==> src/rtl/iadr_pkg.sv <==
// Package for the indexed array insert/delete/rotate unit.
// Holds widths, request and status codes and the sequencer state type.
// No dependencies.
package iadr_pkg;

	localparam int DEPTH_DEF = 64;
	localparam int DATA_W    = 32;
	localparam int REQ_W     = 3;
	localparam int ST_W      = 2;

	typedef enum logic [REQ_W-1:0] {
		REQ_READ = 3'd0,
		REQ_ROTL = 3'd1,
		REQ_ROTR = 3'd2,
		REQ_INS  = 3'd3,
		REQ_DEL  = 3'd4
	} req_t;

	typedef enum logic [ST_W-1:0] {
		ST_OK     = 2'd0,
		ST_FULL   = 2'd1,
		ST_EMPTY  = 2'd2,
		ST_BADIDX = 2'd3
	} status_t;

	typedef enum logic [2:0] {
		S_IDLE,
		S_HOLD,
		S_MOVE,
		S_PUT,
		S_DONE
	} state_t;

endpackage

==> src/rtl/iadr_in_if.sv <==
// Request channel of the indexed array unit: valid/ready and request payload.
// Depends on iadr_pkg.
interface iadr_in_if #(
	parameter int PW = 7
) ();
	logic                               valid;
	logic                               ready;
	logic [iadr_pkg::REQ_W-1:0]         req_type;
	logic [PW-1:0]                      position;
	logic signed [iadr_pkg::DATA_W-1:0] new_value;

	modport source (output valid, output req_type, output position, output new_value,
		input ready);
	modport sink (input valid, input req_type, input position, input new_value,
		output ready);
endinterface

==> src/rtl/iadr_out_if.sv <==
// Response channel of the indexed array unit: valid/ready and result payload.
// Depends on iadr_pkg.
interface iadr_out_if #(
	parameter int CW = 7
) ();
	logic                               valid;
	logic                               ready;
	logic [iadr_pkg::ST_W-1:0]          status;
	logic signed [iadr_pkg::DATA_W-1:0] read_value;
	logic [CW-1:0]                      live_count;

	modport source (output valid, output status, output read_value, output live_count,
		input ready);
	modport sink (input valid, input status, input read_value, input live_count,
		output ready);
endinterface

==> src/rtl/iadr_store.sv <==
// Element store: one write port and one read port, registered read data.
// Depends on iadr_pkg.
module iadr_store #(
	parameter int DEPTH  = iadr_pkg::DEPTH_DEF,
	parameter int DATA_W = iadr_pkg::DATA_W,
	localparam int IW    = $clog2(DEPTH)
) (
	input  logic              clk,
	input  logic              re,
	input  logic [IW-1:0]     raddr,
	input  logic              we,
	input  logic [IW-1:0]     waddr,
	input  logic [DATA_W-1:0] wdata,
	output logic [DATA_W-1:0] rdata
);
	logic [DATA_W-1:0] mem [DEPTH];
	logic [DATA_W-1:0] rdata_q;

	always_ff @(posedge clk) begin
		if (we) begin
			mem[waddr] <= wdata;
		end
		if (re) begin
			rdata_q <= mem[raddr];
		end
	end

	assign rdata = rdata_q;
endmodule

==> src/rtl/indexed_array_insert_delete_rotate_unit.sv <==
// Indexed array unit: read, rotate, insert and delete on a packed word array.
// Steps: a read goes through S_HOLD to S_DONE, errors straight to S_DONE; rotates read
// an end word in S_HOLD, shift in S_MOVE, write it back in S_PUT; insert/delete shift.
// One word moves per cycle through the store; the next request is taken at the
// edge where the result can first leave, and a held response stalls the unit.
// Reset clears the live count and the sequencer; store contents stay undefined.
module indexed_array_insert_delete_rotate_unit #(
	parameter int DEPTH = iadr_pkg::DEPTH_DEF,
	localparam int CW   = $clog2(DEPTH + 1),
	localparam int IW   = $clog2(DEPTH)
) (
	input logic clk,
	input logic arst_n,
	iadr_in_if.sink    req,
	iadr_out_if.source rsp
);
	localparam int DW = iadr_pkg::DATA_W;

	iadr_pkg::state_t  state_q, state_d;
	logic [CW-1:0]     count_q, count_d;
	logic [IW-1:0]     k_q, k_d;
	logic [CW-1:0]     left_q, left_d;
	logic              up_q, up_d;
	logic              put_q, put_d;
	logic [IW-1:0]     put_addr_q, put_addr_d;
	logic [DW-1:0]     hold_q, hold_d;
	logic              rd_mode_q, rd_mode_d;
	iadr_pkg::status_t status_q, status_d;
	logic [DW-1:0]     value_q, value_d;
	logic              out_valid_q, out_valid_d;
	iadr_pkg::status_t out_status_q;
	logic [DW-1:0]     out_value_q;
	logic [CW-1:0]     out_count_q;
	logic              out_load;
	logic              wpend_s1, wpend_d;
	logic [IW-1:0]     waddr_s1;
	logic              re;
	logic [IW-1:0]     raddr;
	logic              we;
	logic [IW-1:0]     waddr;
	logic [DW-1:0]     wdata;
	logic [DW-1:0]     rdata;
	logic [CW-1:0]     n_m1;

	assign n_m1 = count_q - CW'(1);

	iadr_store #(
		.DEPTH  (DEPTH),
		.DATA_W (DW)
	) u_store (
		.clk   (clk),
		.re    (re),
		.raddr (raddr),
		.we    (we),
		.waddr (waddr),
		.wdata (wdata),
		.rdata (rdata)
	);

	always_comb begin
		state_d    = state_q;
		count_d    = count_q;
		k_d        = k_q;
		left_d     = left_q;
		up_d       = up_q;
		put_d      = put_q;
		put_addr_d = put_addr_q;
		hold_d     = hold_q;
		rd_mode_d  = rd_mode_q;
		status_d   = status_q;
		value_d    = value_q;
		out_load   = 1'b0;
		wpend_d    = 1'b0;
		re         = 1'b0;
		raddr      = '0;
		unique case (state_q)
			iadr_pkg::S_IDLE: begin
				if (req.valid) begin
					status_d  = iadr_pkg::ST_OK;
					value_d   = '0;
					rd_mode_d = 1'b0;
					put_d     = 1'b0;
					state_d   = iadr_pkg::S_DONE;
					unique case (iadr_pkg::req_t'(req.req_type))
						iadr_pkg::REQ_READ: begin
							if (count_q == '0) begin
								status_d = iadr_pkg::ST_EMPTY;
							end else if (req.position >= count_q) begin
								status_d = iadr_pkg::ST_BADIDX;
							end else begin
								re        = 1'b1;
								raddr     = req.position[IW-1:0];
								rd_mode_d = 1'b1;
								state_d   = iadr_pkg::S_HOLD;
							end
						end
						iadr_pkg::REQ_ROTL: begin
							if (count_q == '0) begin
								status_d = iadr_pkg::ST_EMPTY;
							end else begin
								re         = 1'b1;
								raddr      = '0;
								left_d     = n_m1;
								k_d        = '0;
								up_d       = 1'b0;
								put_d      = 1'b1;
								put_addr_d = n_m1[IW-1:0];
								state_d    = iadr_pkg::S_HOLD;
							end
						end
						iadr_pkg::REQ_ROTR: begin
							if (count_q == '0) begin
								status_d = iadr_pkg::ST_EMPTY;
							end else begin
								re         = 1'b1;
								raddr      = n_m1[IW-1:0];
								left_d     = n_m1;
								k_d        = n_m1[IW-1:0];
								up_d       = 1'b1;
								put_d      = 1'b1;
								put_addr_d = '0;
								state_d    = iadr_pkg::S_HOLD;
							end
						end
						iadr_pkg::REQ_INS: begin
							if (count_q == CW'(DEPTH)) begin
								status_d = iadr_pkg::ST_FULL;
							end else if (req.position > count_q) begin
								status_d = iadr_pkg::ST_BADIDX;
							end else begin
								hold_d     = req.new_value;
								left_d     = count_q - req.position;
								k_d        = count_q[IW-1:0];
								up_d       = 1'b1;
								put_d      = 1'b1;
								put_addr_d = req.position[IW-1:0];
								count_d    = count_q + CW'(1);
								state_d    = iadr_pkg::S_MOVE;
							end
						end
						iadr_pkg::REQ_DEL: begin
							if (count_q == '0) begin
								status_d = iadr_pkg::ST_EMPTY;
							end else if (req.position >= count_q) begin
								status_d = iadr_pkg::ST_BADIDX;
							end else begin
								left_d  = n_m1 - req.position;
								k_d     = req.position[IW-1:0];
								up_d    = 1'b0;
								count_d = n_m1;
								state_d = iadr_pkg::S_MOVE;
							end
						end
						default: begin
							status_d = iadr_pkg::ST_BADIDX;
						end
					endcase
				end
			end
			iadr_pkg::S_HOLD: begin
				if (rd_mode_q) begin
					value_d = rdata;
					state_d = iadr_pkg::S_DONE;
				end else begin
					hold_d  = rdata;
					state_d = iadr_pkg::S_MOVE;
				end
			end
			iadr_pkg::S_MOVE: begin
				if (left_q != '0) begin
					re      = 1'b1;
					raddr   = up_q ? (k_q - IW'(1)) : (k_q + IW'(1));
					wpend_d = 1'b1;
					k_d     = up_q ? (k_q - IW'(1)) : (k_q + IW'(1));
					left_d  = left_q - CW'(1);
				end else begin
					state_d = iadr_pkg::S_PUT;
				end
			end
			iadr_pkg::S_PUT: begin
				state_d = iadr_pkg::S_DONE;
			end
			iadr_pkg::S_DONE: begin
				if (!out_valid_q || rsp.ready) begin
					out_load = 1'b1;
					state_d  = iadr_pkg::S_IDLE;
				end
			end
			default: begin
				state_d = iadr_pkg::S_IDLE;
			end
		endcase
	end

	always_comb begin
		we    = 1'b0;
		waddr = waddr_s1;
		wdata = rdata;
		if (wpend_s1) begin
			we = 1'b1;
		end else if (state_q == iadr_pkg::S_PUT && put_q) begin
			we    = 1'b1;
			waddr = put_addr_q;
			wdata = hold_q;
		end
	end

	always_comb begin
		out_valid_d = out_valid_q;
		if (rsp.ready) begin
			out_valid_d = 1'b0;
		end
		if (out_load) begin
			out_valid_d = 1'b1;
		end
	end

	always_ff @(posedge clk or negedge arst_n) begin
		if (!arst_n) begin
			state_q     <= iadr_pkg::S_IDLE;
			count_q     <= '0;
			out_valid_q <= 1'b0;
			wpend_s1    <= 1'b0;
		end else begin
			state_q     <= state_d;
			count_q     <= count_d;
			out_valid_q <= out_valid_d;
			wpend_s1    <= wpend_d;
		end
	end

	always_ff @(posedge clk) begin
		k_q        <= k_d;
		left_q     <= left_d;
		up_q       <= up_d;
		put_q      <= put_d;
		put_addr_q <= put_addr_d;
		hold_q     <= hold_d;
		rd_mode_q  <= rd_mode_d;
		status_q   <= status_d;
		value_q    <= value_d;
		waddr_s1   <= k_q;
		if (out_load) begin
			out_status_q <= status_q;
			out_value_q  <= value_q;
			out_count_q  <= count_q;
		end
	end

	assign req.ready      = (state_q == iadr_pkg::S_IDLE);
	assign rsp.valid      = out_valid_q;
	assign rsp.status     = out_status_q;
	assign rsp.read_value = out_value_q;
	assign rsp.live_count = out_count_q;
endmodule

==> src/flat_wrapper.sv <==
// flat-port wrapper written by rule: the top's interface ports become plain ports
module indexed_array_insert_delete_rotate_unit_flat 
#(
	parameter int DEPTH = iadr_pkg::DEPTH_DEF,
	localparam int CW   = $clog2(DEPTH + 1),
	localparam int IW   = $clog2(DEPTH)
)
  (clk, arst_n, req_valid, req_req_type, req_position, req_new_value, req_ready, rsp_valid, rsp_status, rsp_read_value, rsp_live_count, rsp_ready);
  iadr_in_if #(.PW(($clog2(DEPTH + 1)))) req_i ();
  iadr_out_if #(.CW(($clog2(DEPTH + 1)))) rsp_i ();
  input logic clk;
  input logic arst_n;
  input wire logic [$bits(req_i.valid)-1:0] req_valid;
  input wire logic [$bits(req_i.req_type)-1:0] req_req_type;
  input wire logic [$bits(req_i.position)-1:0] req_position;
  input wire logic [$bits(req_i.new_value)-1:0] req_new_value;
  output wire logic [$bits(req_i.ready)-1:0] req_ready;
  output wire logic [$bits(rsp_i.valid)-1:0] rsp_valid;
  output wire logic [$bits(rsp_i.status)-1:0] rsp_status;
  output wire logic [$bits(rsp_i.read_value)-1:0] rsp_read_value;
  output wire logic [$bits(rsp_i.live_count)-1:0] rsp_live_count;
  input wire logic [$bits(rsp_i.ready)-1:0] rsp_ready;
  assign req_i.valid = req_valid;
  assign req_i.req_type = req_req_type;
  assign req_i.position = req_position;
  assign req_i.new_value = req_new_value;
  assign req_ready = req_i.ready;
  assign rsp_valid = rsp_i.valid;
  assign rsp_status = rsp_i.status;
  assign rsp_read_value = rsp_i.read_value;
  assign rsp_live_count = rsp_i.live_count;
  assign rsp_i.ready = rsp_ready;
  indexed_array_insert_delete_rotate_unit #(.DEPTH(DEPTH)) u_core (.clk(clk), .arst_n(arst_n), .req(req_i), .rsp(rsp_i));
endmodule
==> config.mk <==
export PLATFORM = sky130hd
export DESIGN_NAME = indexed_array_insert_delete_rotate_unit_flat
export DESIGN_NICKNAME = d
export VERILOG_FILES = /design/src/rtl/iadr_pkg.sv /design/src/rtl/iadr_in_if.sv /design/src/rtl/iadr_out_if.sv /design/src/rtl/iadr_store.sv /design/src/rtl/indexed_array_insert_delete_rotate_unit.sv /design/src/flat_wrapper.sv
export SDC_FILE = /design/constraint.sdc
export NUM_CORES = 2
export LEC_CHECK = 0
export BUFFER_PORTS_ARGS = -buffer_cell sky130_fd_sc_hd__buf_2
export CORE_MARGIN = 2
export CORE_UTILIZATION = 55
export DETAILED_ROUTE_END_ITERATION = 7
export PLACE_DENSITY_LB_ADDON = 0.3
export SLEW_MARGIN = 20
export SYNTH_ARGS = -nofsm -noshare
export SYNTH_HDL_FRONTEND = slang
export SYNTH_SLANG_ARGS = --single-unit
==> constraint.sdc <==
create_clock -name clk -period 5.9 [get_ports clk]
set_input_delay 0.885 -clock clk [delete_from_list [all_inputs] [get_ports clk]]
set_output_delay 0.885 -clock clk [all_outputs]
set_load 0.005 [all_outputs]
[Word level (Yosys, flattened, before mapping)]
Memories as Yosys holds them, arrays and structs flattened. A register that Yosys moved wholly into a read port is not among the register bits.
Cells that the tools add are included.
Cells by class
  magnitude comparators: 2
  $add $sub $neg: 7
  equality and inequality tests: 33
  multiplexer cells: 93
  reduce and logical (&&, ||, !) cells: 24
Operator list (count)
  32-bit 2-to-1 mux: 9
  32-bit one-hot mux with 2 select lines: 2
  6-bit 2-to-1 mux: 18
  7-bit 2-to-1 mux: 11
  6-bit one-hot mux with 2 select lines: 3
  3-bit 2-to-1 mux: 11
  7-bit one-hot mux with 2 select lines: 2
  6-bit one-hot mux with 4 select lines: 1
  1-bit 2-to-1 mux: 22
  2-bit inequality test (second input constant): 11
  3-bit inequality test (second input constant): 7
  7-bit one-hot mux with 3 select lines: 1
  6-bit one-hot mux with 3 select lines: 1
  9-bit AND reduction: 2
  3-bit one-hot mux with 5 select lines: 1
  7-bit AND reduction: 2
  7-bit by 1-bit subtractor with 7-bit output (second input constant): 2
  7-bit subtractor: 2
  3-bit by 2-bit equality test with 1-bit output (second input constant): 4
  3-bit one-hot mux with 4 select lines: 1
  2-bit 2-to-1 mux: 5
  10-bit AND reduction: 1
  2-bit by 1-bit inequality test with 1-bit output (second input constant): 4
  2-bit nonzero test: 4
  25 further kinds: 32
Storage, ports and cells
  memory bits (writable): 2048
  memories kept: 1
  bits in registers: 147
  logic and storage cells: 177
  output and inout port bits: 43
Memories
  u_core.u_store.mem: words 64, width 32, rd ports 1, clocked after Yosys merged registers in 1, wr ports 1, RTL line iadr_store.sv:16  | logic [DATA_W-1:0] mem [DEPTH];

[Longest topological paths before layout]
  depth in word-level cells: 7
  mapped depth: 18
  depth with buffers taken out: 13

[Hierarchy]
A second synthesis with hierarchy kept.
Second synthesis, totals
  cell total of the unflattened synthesis: 4100
  area total of the unflattened synthesis: 86863.3 um^2
By module, submodules not included
  iadr_store: instances 1, sequential area each 62459.9 um^2, cells an instance 3511, area each 79359.9 um^2
  indexed_array_insert_delete_rotate_unit: instances 1, sequential area each 4294.1 um^2, cells an instance 589, area each 7503.4 um^2

[Least setup slack after synthesis]
OpenSTA, ideal clock, no wires.
  path type: input port to flip-flop
  start point: input req_position[3]
  end point: register u_core.u_store.rdata_q[0], in the netlist u_core.u_store.rdata[0] (read register of u_core.u_store.mem), enable pin
  path buffers: 0
  data arrival time: 4.746 ns
  stages on the path: 8
  library setup time: 0.466 ns
  slack: 0.688 ns
  path through: inv_1 > ha_1 > and4_1 > a21boi_1 > o21ai_0 > nand2_1 > nand3_1 > o21ai_0
Between the ends
  cells in the longest elaborated chain, start to end: 6
  elaborated cells on any way between the ends: 11
  classes of those cells: 1 x order compare; 10 x mux
Ends and longest elaborated chain
  from (decl): RTL line flat_wrapper.sv:15  | input wire logic [$bits(req_i.position)-1:0] req_position;
  7-bit greater-or-equal comparator: RTL line indexed_array_insert_delete_rotate_unit.sv:88  | end else if (req.position >= count_q) begin
  1-bit 2-to-1 mux: RTL line indexed_array_insert_delete_rotate_unit.sv:88
  1-bit 2-to-1 mux: RTL line indexed_array_insert_delete_rotate_unit.sv:86  | if (count_q == '0) begin
  1-bit one-hot mux with 2 select lines: RTL line indexed_array_insert_delete_rotate_unit.sv:84  | unique case (iadr_pkg::req_t'(req.req_type))
  1-bit 2-to-1 mux: RTL line indexed_array_insert_delete_rotate_unit.sv:78  | if (req.valid) begin
  1-bit one-hot mux with 2 select lines: RTL line indexed_array_insert_delete_rotate_unit.sv:76  | unique case (state_q)
  net u_core.re: RTL line indexed_array_insert_delete_rotate_unit.sv:37  | logic re;
  to (decl): RTL line iadr_store.sv:17  | logic [DATA_W-1:0] rdata_q;
The timed path passes the listed nets, and every way through them passes these cells.
A chain may end at the register's enable or synchronous reset.

[Final worst setup path]
  start point: register u_core.count_q[3]
  end point: register u_core.u_store.rdata_q[23], in the netlist u_core.u_store.rdata[23] (read register of u_core.u_store.mem) (data pin)
Between the ends
  cells in the longest elaborated chain, start to end: 6
  elaborated cells on any way between the ends: 15
  classes of those cells: 1 x add/sub; 1 x order compare; 12 x mux; 1 x reduce/logical
Ends and longest elaborated chain
  from (decl): RTL line indexed_array_insert_delete_rotate_unit.sv:20  | logic [CW-1:0] count_q, count_d;
  from (signal assigned): RTL line indexed_array_insert_delete_rotate_unit.sv:226  | count_q <= count_d;
  7-bit greater-or-equal comparator: RTL line indexed_array_insert_delete_rotate_unit.sv:88
  6-bit 2-to-1 mux / 1-bit 2-to-1 mux (equally long branches): RTL line indexed_array_insert_delete_rotate_unit.sv:88
  6-bit 2-to-1 mux / 1-bit 2-to-1 mux (equally long branches): RTL line indexed_array_insert_delete_rotate_unit.sv:86
  6-bit one-hot mux with 2 select lines / 1-bit one-hot mux with 2 select lines (equally long branches): RTL line indexed_array_insert_delete_rotate_unit.sv:84
  6-bit 2-to-1 mux / 1-bit 2-to-1 mux (equally long branches): RTL line indexed_array_insert_delete_rotate_unit.sv:78
  6-bit one-hot mux with 2 select lines / 1-bit one-hot mux with 2 select lines (equally long branches): RTL line indexed_array_insert_delete_rotate_unit.sv:76
Several ways; a longest one is shown, not always the timed one.

==> results.json <==
{
  "start_kind": "flip-flop",
  "synth_top_area_share_pct": 73.8,
  "worst-path-stages": 13,
  "ys_top_cells_by_area": "edfxtp_1, nand2_1, a311oi_1",
  "root_buffer": "clkbuf_16",
  "syn_nets": 6508,
  "yosys.area_share.xor_xnor_pct": 0.360,
  "r2r_cells": 13,
  "max-clock-path-buffers": 3,
  "r2r_slack_ns": 0.09,
  "syn_avg_cell_area_um2": 14.0,
  "cts_hold_buffers": 1,
  "drc": 0,
  "crit_path_cell_trace": "ha_1, and4_1, a21boi_1, o211ai_1, buf_12, nand2_4, buf_12, buf_4, a211oi_1, a311oi_1, a311oi_1, o21ai_1, a211o_1",
  "setup_viol": 0,
  "dr_total_vias": 59700,
  "final_core_util_pct": 62.8,
  "cp_max_fo": 71,
  "synth_fa_ha_area_share_pct": 0.373,
  "synth_top_cell_by_area": "edfxtp_1",
  "io_pins": 89,
  "power.leakage_nw": 35.1,
  "startpoint": "u_core.count_q[3]",
  "area_delta_synth_final_pct": 13.6,
  "die_w_um": 408,
  "crit_family": "compound AO/OA/AOI/OAI gates",
  "drt_wl_total_um": 270000,
  "synth-edff-count": 2209,
  "muxShareOfSynthArea_pct": 1.40,
  "finalSetupTns_ns": 0,
  "synth_top_family_by_area": "simple AND/OR/NAND/NOR gates",
  "critical_path_arrival_ns": 6.54,
  "routedWlPerCell_um": 30.0,
  "yosysWarnings": 0,
  "port_buffers": 88,
  "ant_nets": 0,
  "grt_usage_pct": 31.8,
  "tightest_slew_ns": 1.29,
  "overflow": 0,
  "coreArea_mm2": 0.163,
  "ys_seq_elements": 2227,
  "status": "complete, no violations",
  "slew-limit-headroom_pct": 13.3,
  "synth_common_cells": "edfxtp_1, nand2_1, nand3_1",
  "synth_compound_area_share_pct": 9.98,
  "finalCriticalPeriod_ns": 5.81,
  "hold_violations": 0,
  "grt_max_degree": 81,
  "antenna_found_initial": 18,
  "cts-buffers-inserted": 210,
  "finalClockSkew_ns": 0.0333,
  "cts_tree": "done",
  "ir_drop_mv": 0.259,
  "critical_path_class": "flip-flop to flip-flop",
  "postCtsResizedCells": 0,
  "hpwlAfterDp_um": 160000,
  "syn-cell-area_mm2": 0.0899,
  "worstReg2RegStart": "u_core.count_q[3]",
  "synthFlopType": "edfxtp_1",
  "post_dp_cell_area_mm2": 0.0954,
  "clock_latency_ns": 0.87,
  "synth_simple_gate_area_share_pct": 11.3,
  "drv_slew": 0,
  "async_flop_share_pct": 0.539,
  "place_inst": 8591,
  "min_period_over_period_pct": 98.5,
  "critical_path.max_stage_delay_ns": 0.92,
  "final_cell_count_no_fill": 8988,
  "ys_types": 76,
  "cts_sinks": 2227,
  "cpMaxStageDelayCell": "a21boi_1",
  "max_freq_mhz": 172,
  "grt_pass1_vias": 56200,
  "end_kind": "flip-flop",
  "rsz0062_at_grt": "no",
  "synth_seq_area_share_pct": 74.3,
  "cp_num_buf_inv": 3,
  "post_cts_buffers": 0,
  "final_area_mm2": 0.102,
  "synth_cells": 6437,
  "rows": 148,
  "htreeDepth": 4,
  "power.density_mw_per_mm2": 377,
  "fin_nets": 6700,
  "drt_iter0_drc": 10500,
  "r2r-end": "u_core.u_store.rdata[23]",
  "drive_gt1_share_pct": 13.2,
  "drtPass1Iterations": 6,
  "start_util_pct": 55.3,
  "gp_congestion": 0.932,
  "die-area_mm2": 0.167,
  "chipHeight_um": 408,
  "hold_class": "input pin to flip-flop",
  "grt_pass1_wl_um": 387000,
  "via_per_inst": 6.65,
  "drv_cap": 0,
  "synth.most_common_cell": "edfxtp_1",
  "cp-endpoint": "u_core.u_store.rdata[23]",
  "clk_pin_slew_ns": 0.06,
  "cp.required_ns": 6.63
}
## per-layer routing
metal | wire length [um] | share of wire [%] | GRT usage [%] | vias to the layer above
li1 | - | - | - | 25200
met3 | 36900 | 14 | 7.52 | 633
met1 | 98200 | 36 | 44.2 | 29700
met5 | 100 | 0.037 | 0 | -
met2 | 123000 | 45 | 48.6 | 4277
met4 | 12100 | 4.5 | 13.6 | 14
## through the flow
stage                     power, mW  hold slack [ns]  setup slack (ns)
after global placement         25.1            0.379            -0.483
after floorplan                22.3            0.352             0.688
final                          38.4            0.297            0.0872
after detailed placement       25.2            0.372           -0.0894
after CTS                      38.3            0.250             0.383
after global routing           39.4            0.287            0.0404
## final cells by class
class	count	area (um2)
diodes	6	15.0
clock buffers	265	5530
clock inverters	125	1210
fillers	11700	60500
inverters	44	165
multi-input cells	3690	21700
flip-flops and latches	2227	66800
well taps	2175	2720
repair buffers	456	3980
## placed cells by master, fill, tap and decap left out, types with 8 or more instances in the layout
| master | n |
|---|---|
| o2111ai_1 | 8 |
| dfrtp_1 | 12 |
| nor2_1 | 32 |
| a311oi_1 | 291 |
| a211o_1 | 31 |
| a31oi_1 | 121 |
| bufinv_16 | 18 |
| and3_1 | 191 |
| a211oi_1 | 267 |
| xor2_1 | 24 |
| clkbuf_16 | 212 |
| nand2_1 | 1449 |
| clkinv_1 | 48 |
| clkbuf_1 | 50 |
| nor3_1 | 23 |
| a221oi_1 | 34 |
| nor2_4 | 67 |
| o211ai_1 | 56 |
| nand3_1 | 473 |
| o22ai_1 | 36 |
| a21oi_1 | 76 |
| mux2i_1 | 71 |
| clkinv_2 | 39 |
| nand2b_1 | 20 |
| a21o_1 | 42 |
| edfxtp_1 | 2209 |
| a2111oi_0 | 14 |
| ha_1 | 22 |
| and2_1 | 33 |
| inv_1 | 43 |
| xnor2_1 | 13 |
| buf_4 | 305 |
| o21ai_0 | 66 |
| a32oi_1 | 11 |
| buf_12 | 62 |
| or2_2 | 9 |
| mux2_2 | 41 |
| buf_2 | 88 |
| o211a_1 | 51 |
## kinds of logic after synthesis
group                      count (synthesis)
DFF                                     2227
adders and majority gates                 25
buffers and inverters                    520
muxes                                    117
and+or+nand+nor                         2340
AOI/OAI and AO/OA                       1171
xor gates and xnor gates                  37
## worst register-to-register path, stage by stage, from the launching register on
cell,delay (ns)
dfrtp_1,0.55
ha_1,0.44
and4_1,0.35
a21boi_1,0.92
o211ai_1,0.35
buf_12,0.25
nand2_4,0.32
buf_12,0.39
buf_4,0.45
a211oi_1,0.17
a311oi_1,0.28
a311oi_1,0.10
o21ai_1,0.89
a211o_1,0.26
## how the worst min path moves through the flow
stage,start,to,slack (ns),cells after the start
floorplan,u_core.k_q[2],u_core.waddr_s1[2],0.35,0
global placement,u_core.k_q[3],u_core.waddr_s1[3],0.38,0
detailed placement,u_core.k_q[3],u_core.waddr_s1[3],0.37,0
CTS,req_new_value[15],u_core.hold_q[15],0.25,2
global route,req_new_value[15],u_core.hold_q[15],0.29,2
finish,req_new_value[15],u_core.hold_q[15],0.30,2
## flip-flops by register name (all words and copies together), names as in the netlist, 2 cells and up
register	flops
u_core.value_q	32
u_core.k_q	6
u_core.hold_q	32
u_core.count_q	7
u_core.u_store.mem	2048
u_core.waddr_s1	6
u_core.rsp.status	2
u_core.rsp.live_count	7
u_core.put_addr_q	6
u_core.rsp.read_value	32
u_core.left_q	7
u_core.status_q	2
u_core.u_store.rdata	32
u_core.state_q	3
## where the power goes
part / internal [mW] / switching, mW
logic: 1.72 / 4.52
clock network: 7.44 / 5.88
registers: 18.6 / 0.275
total: 27.8 / 10.7
(Power assumes the default switching activity.)
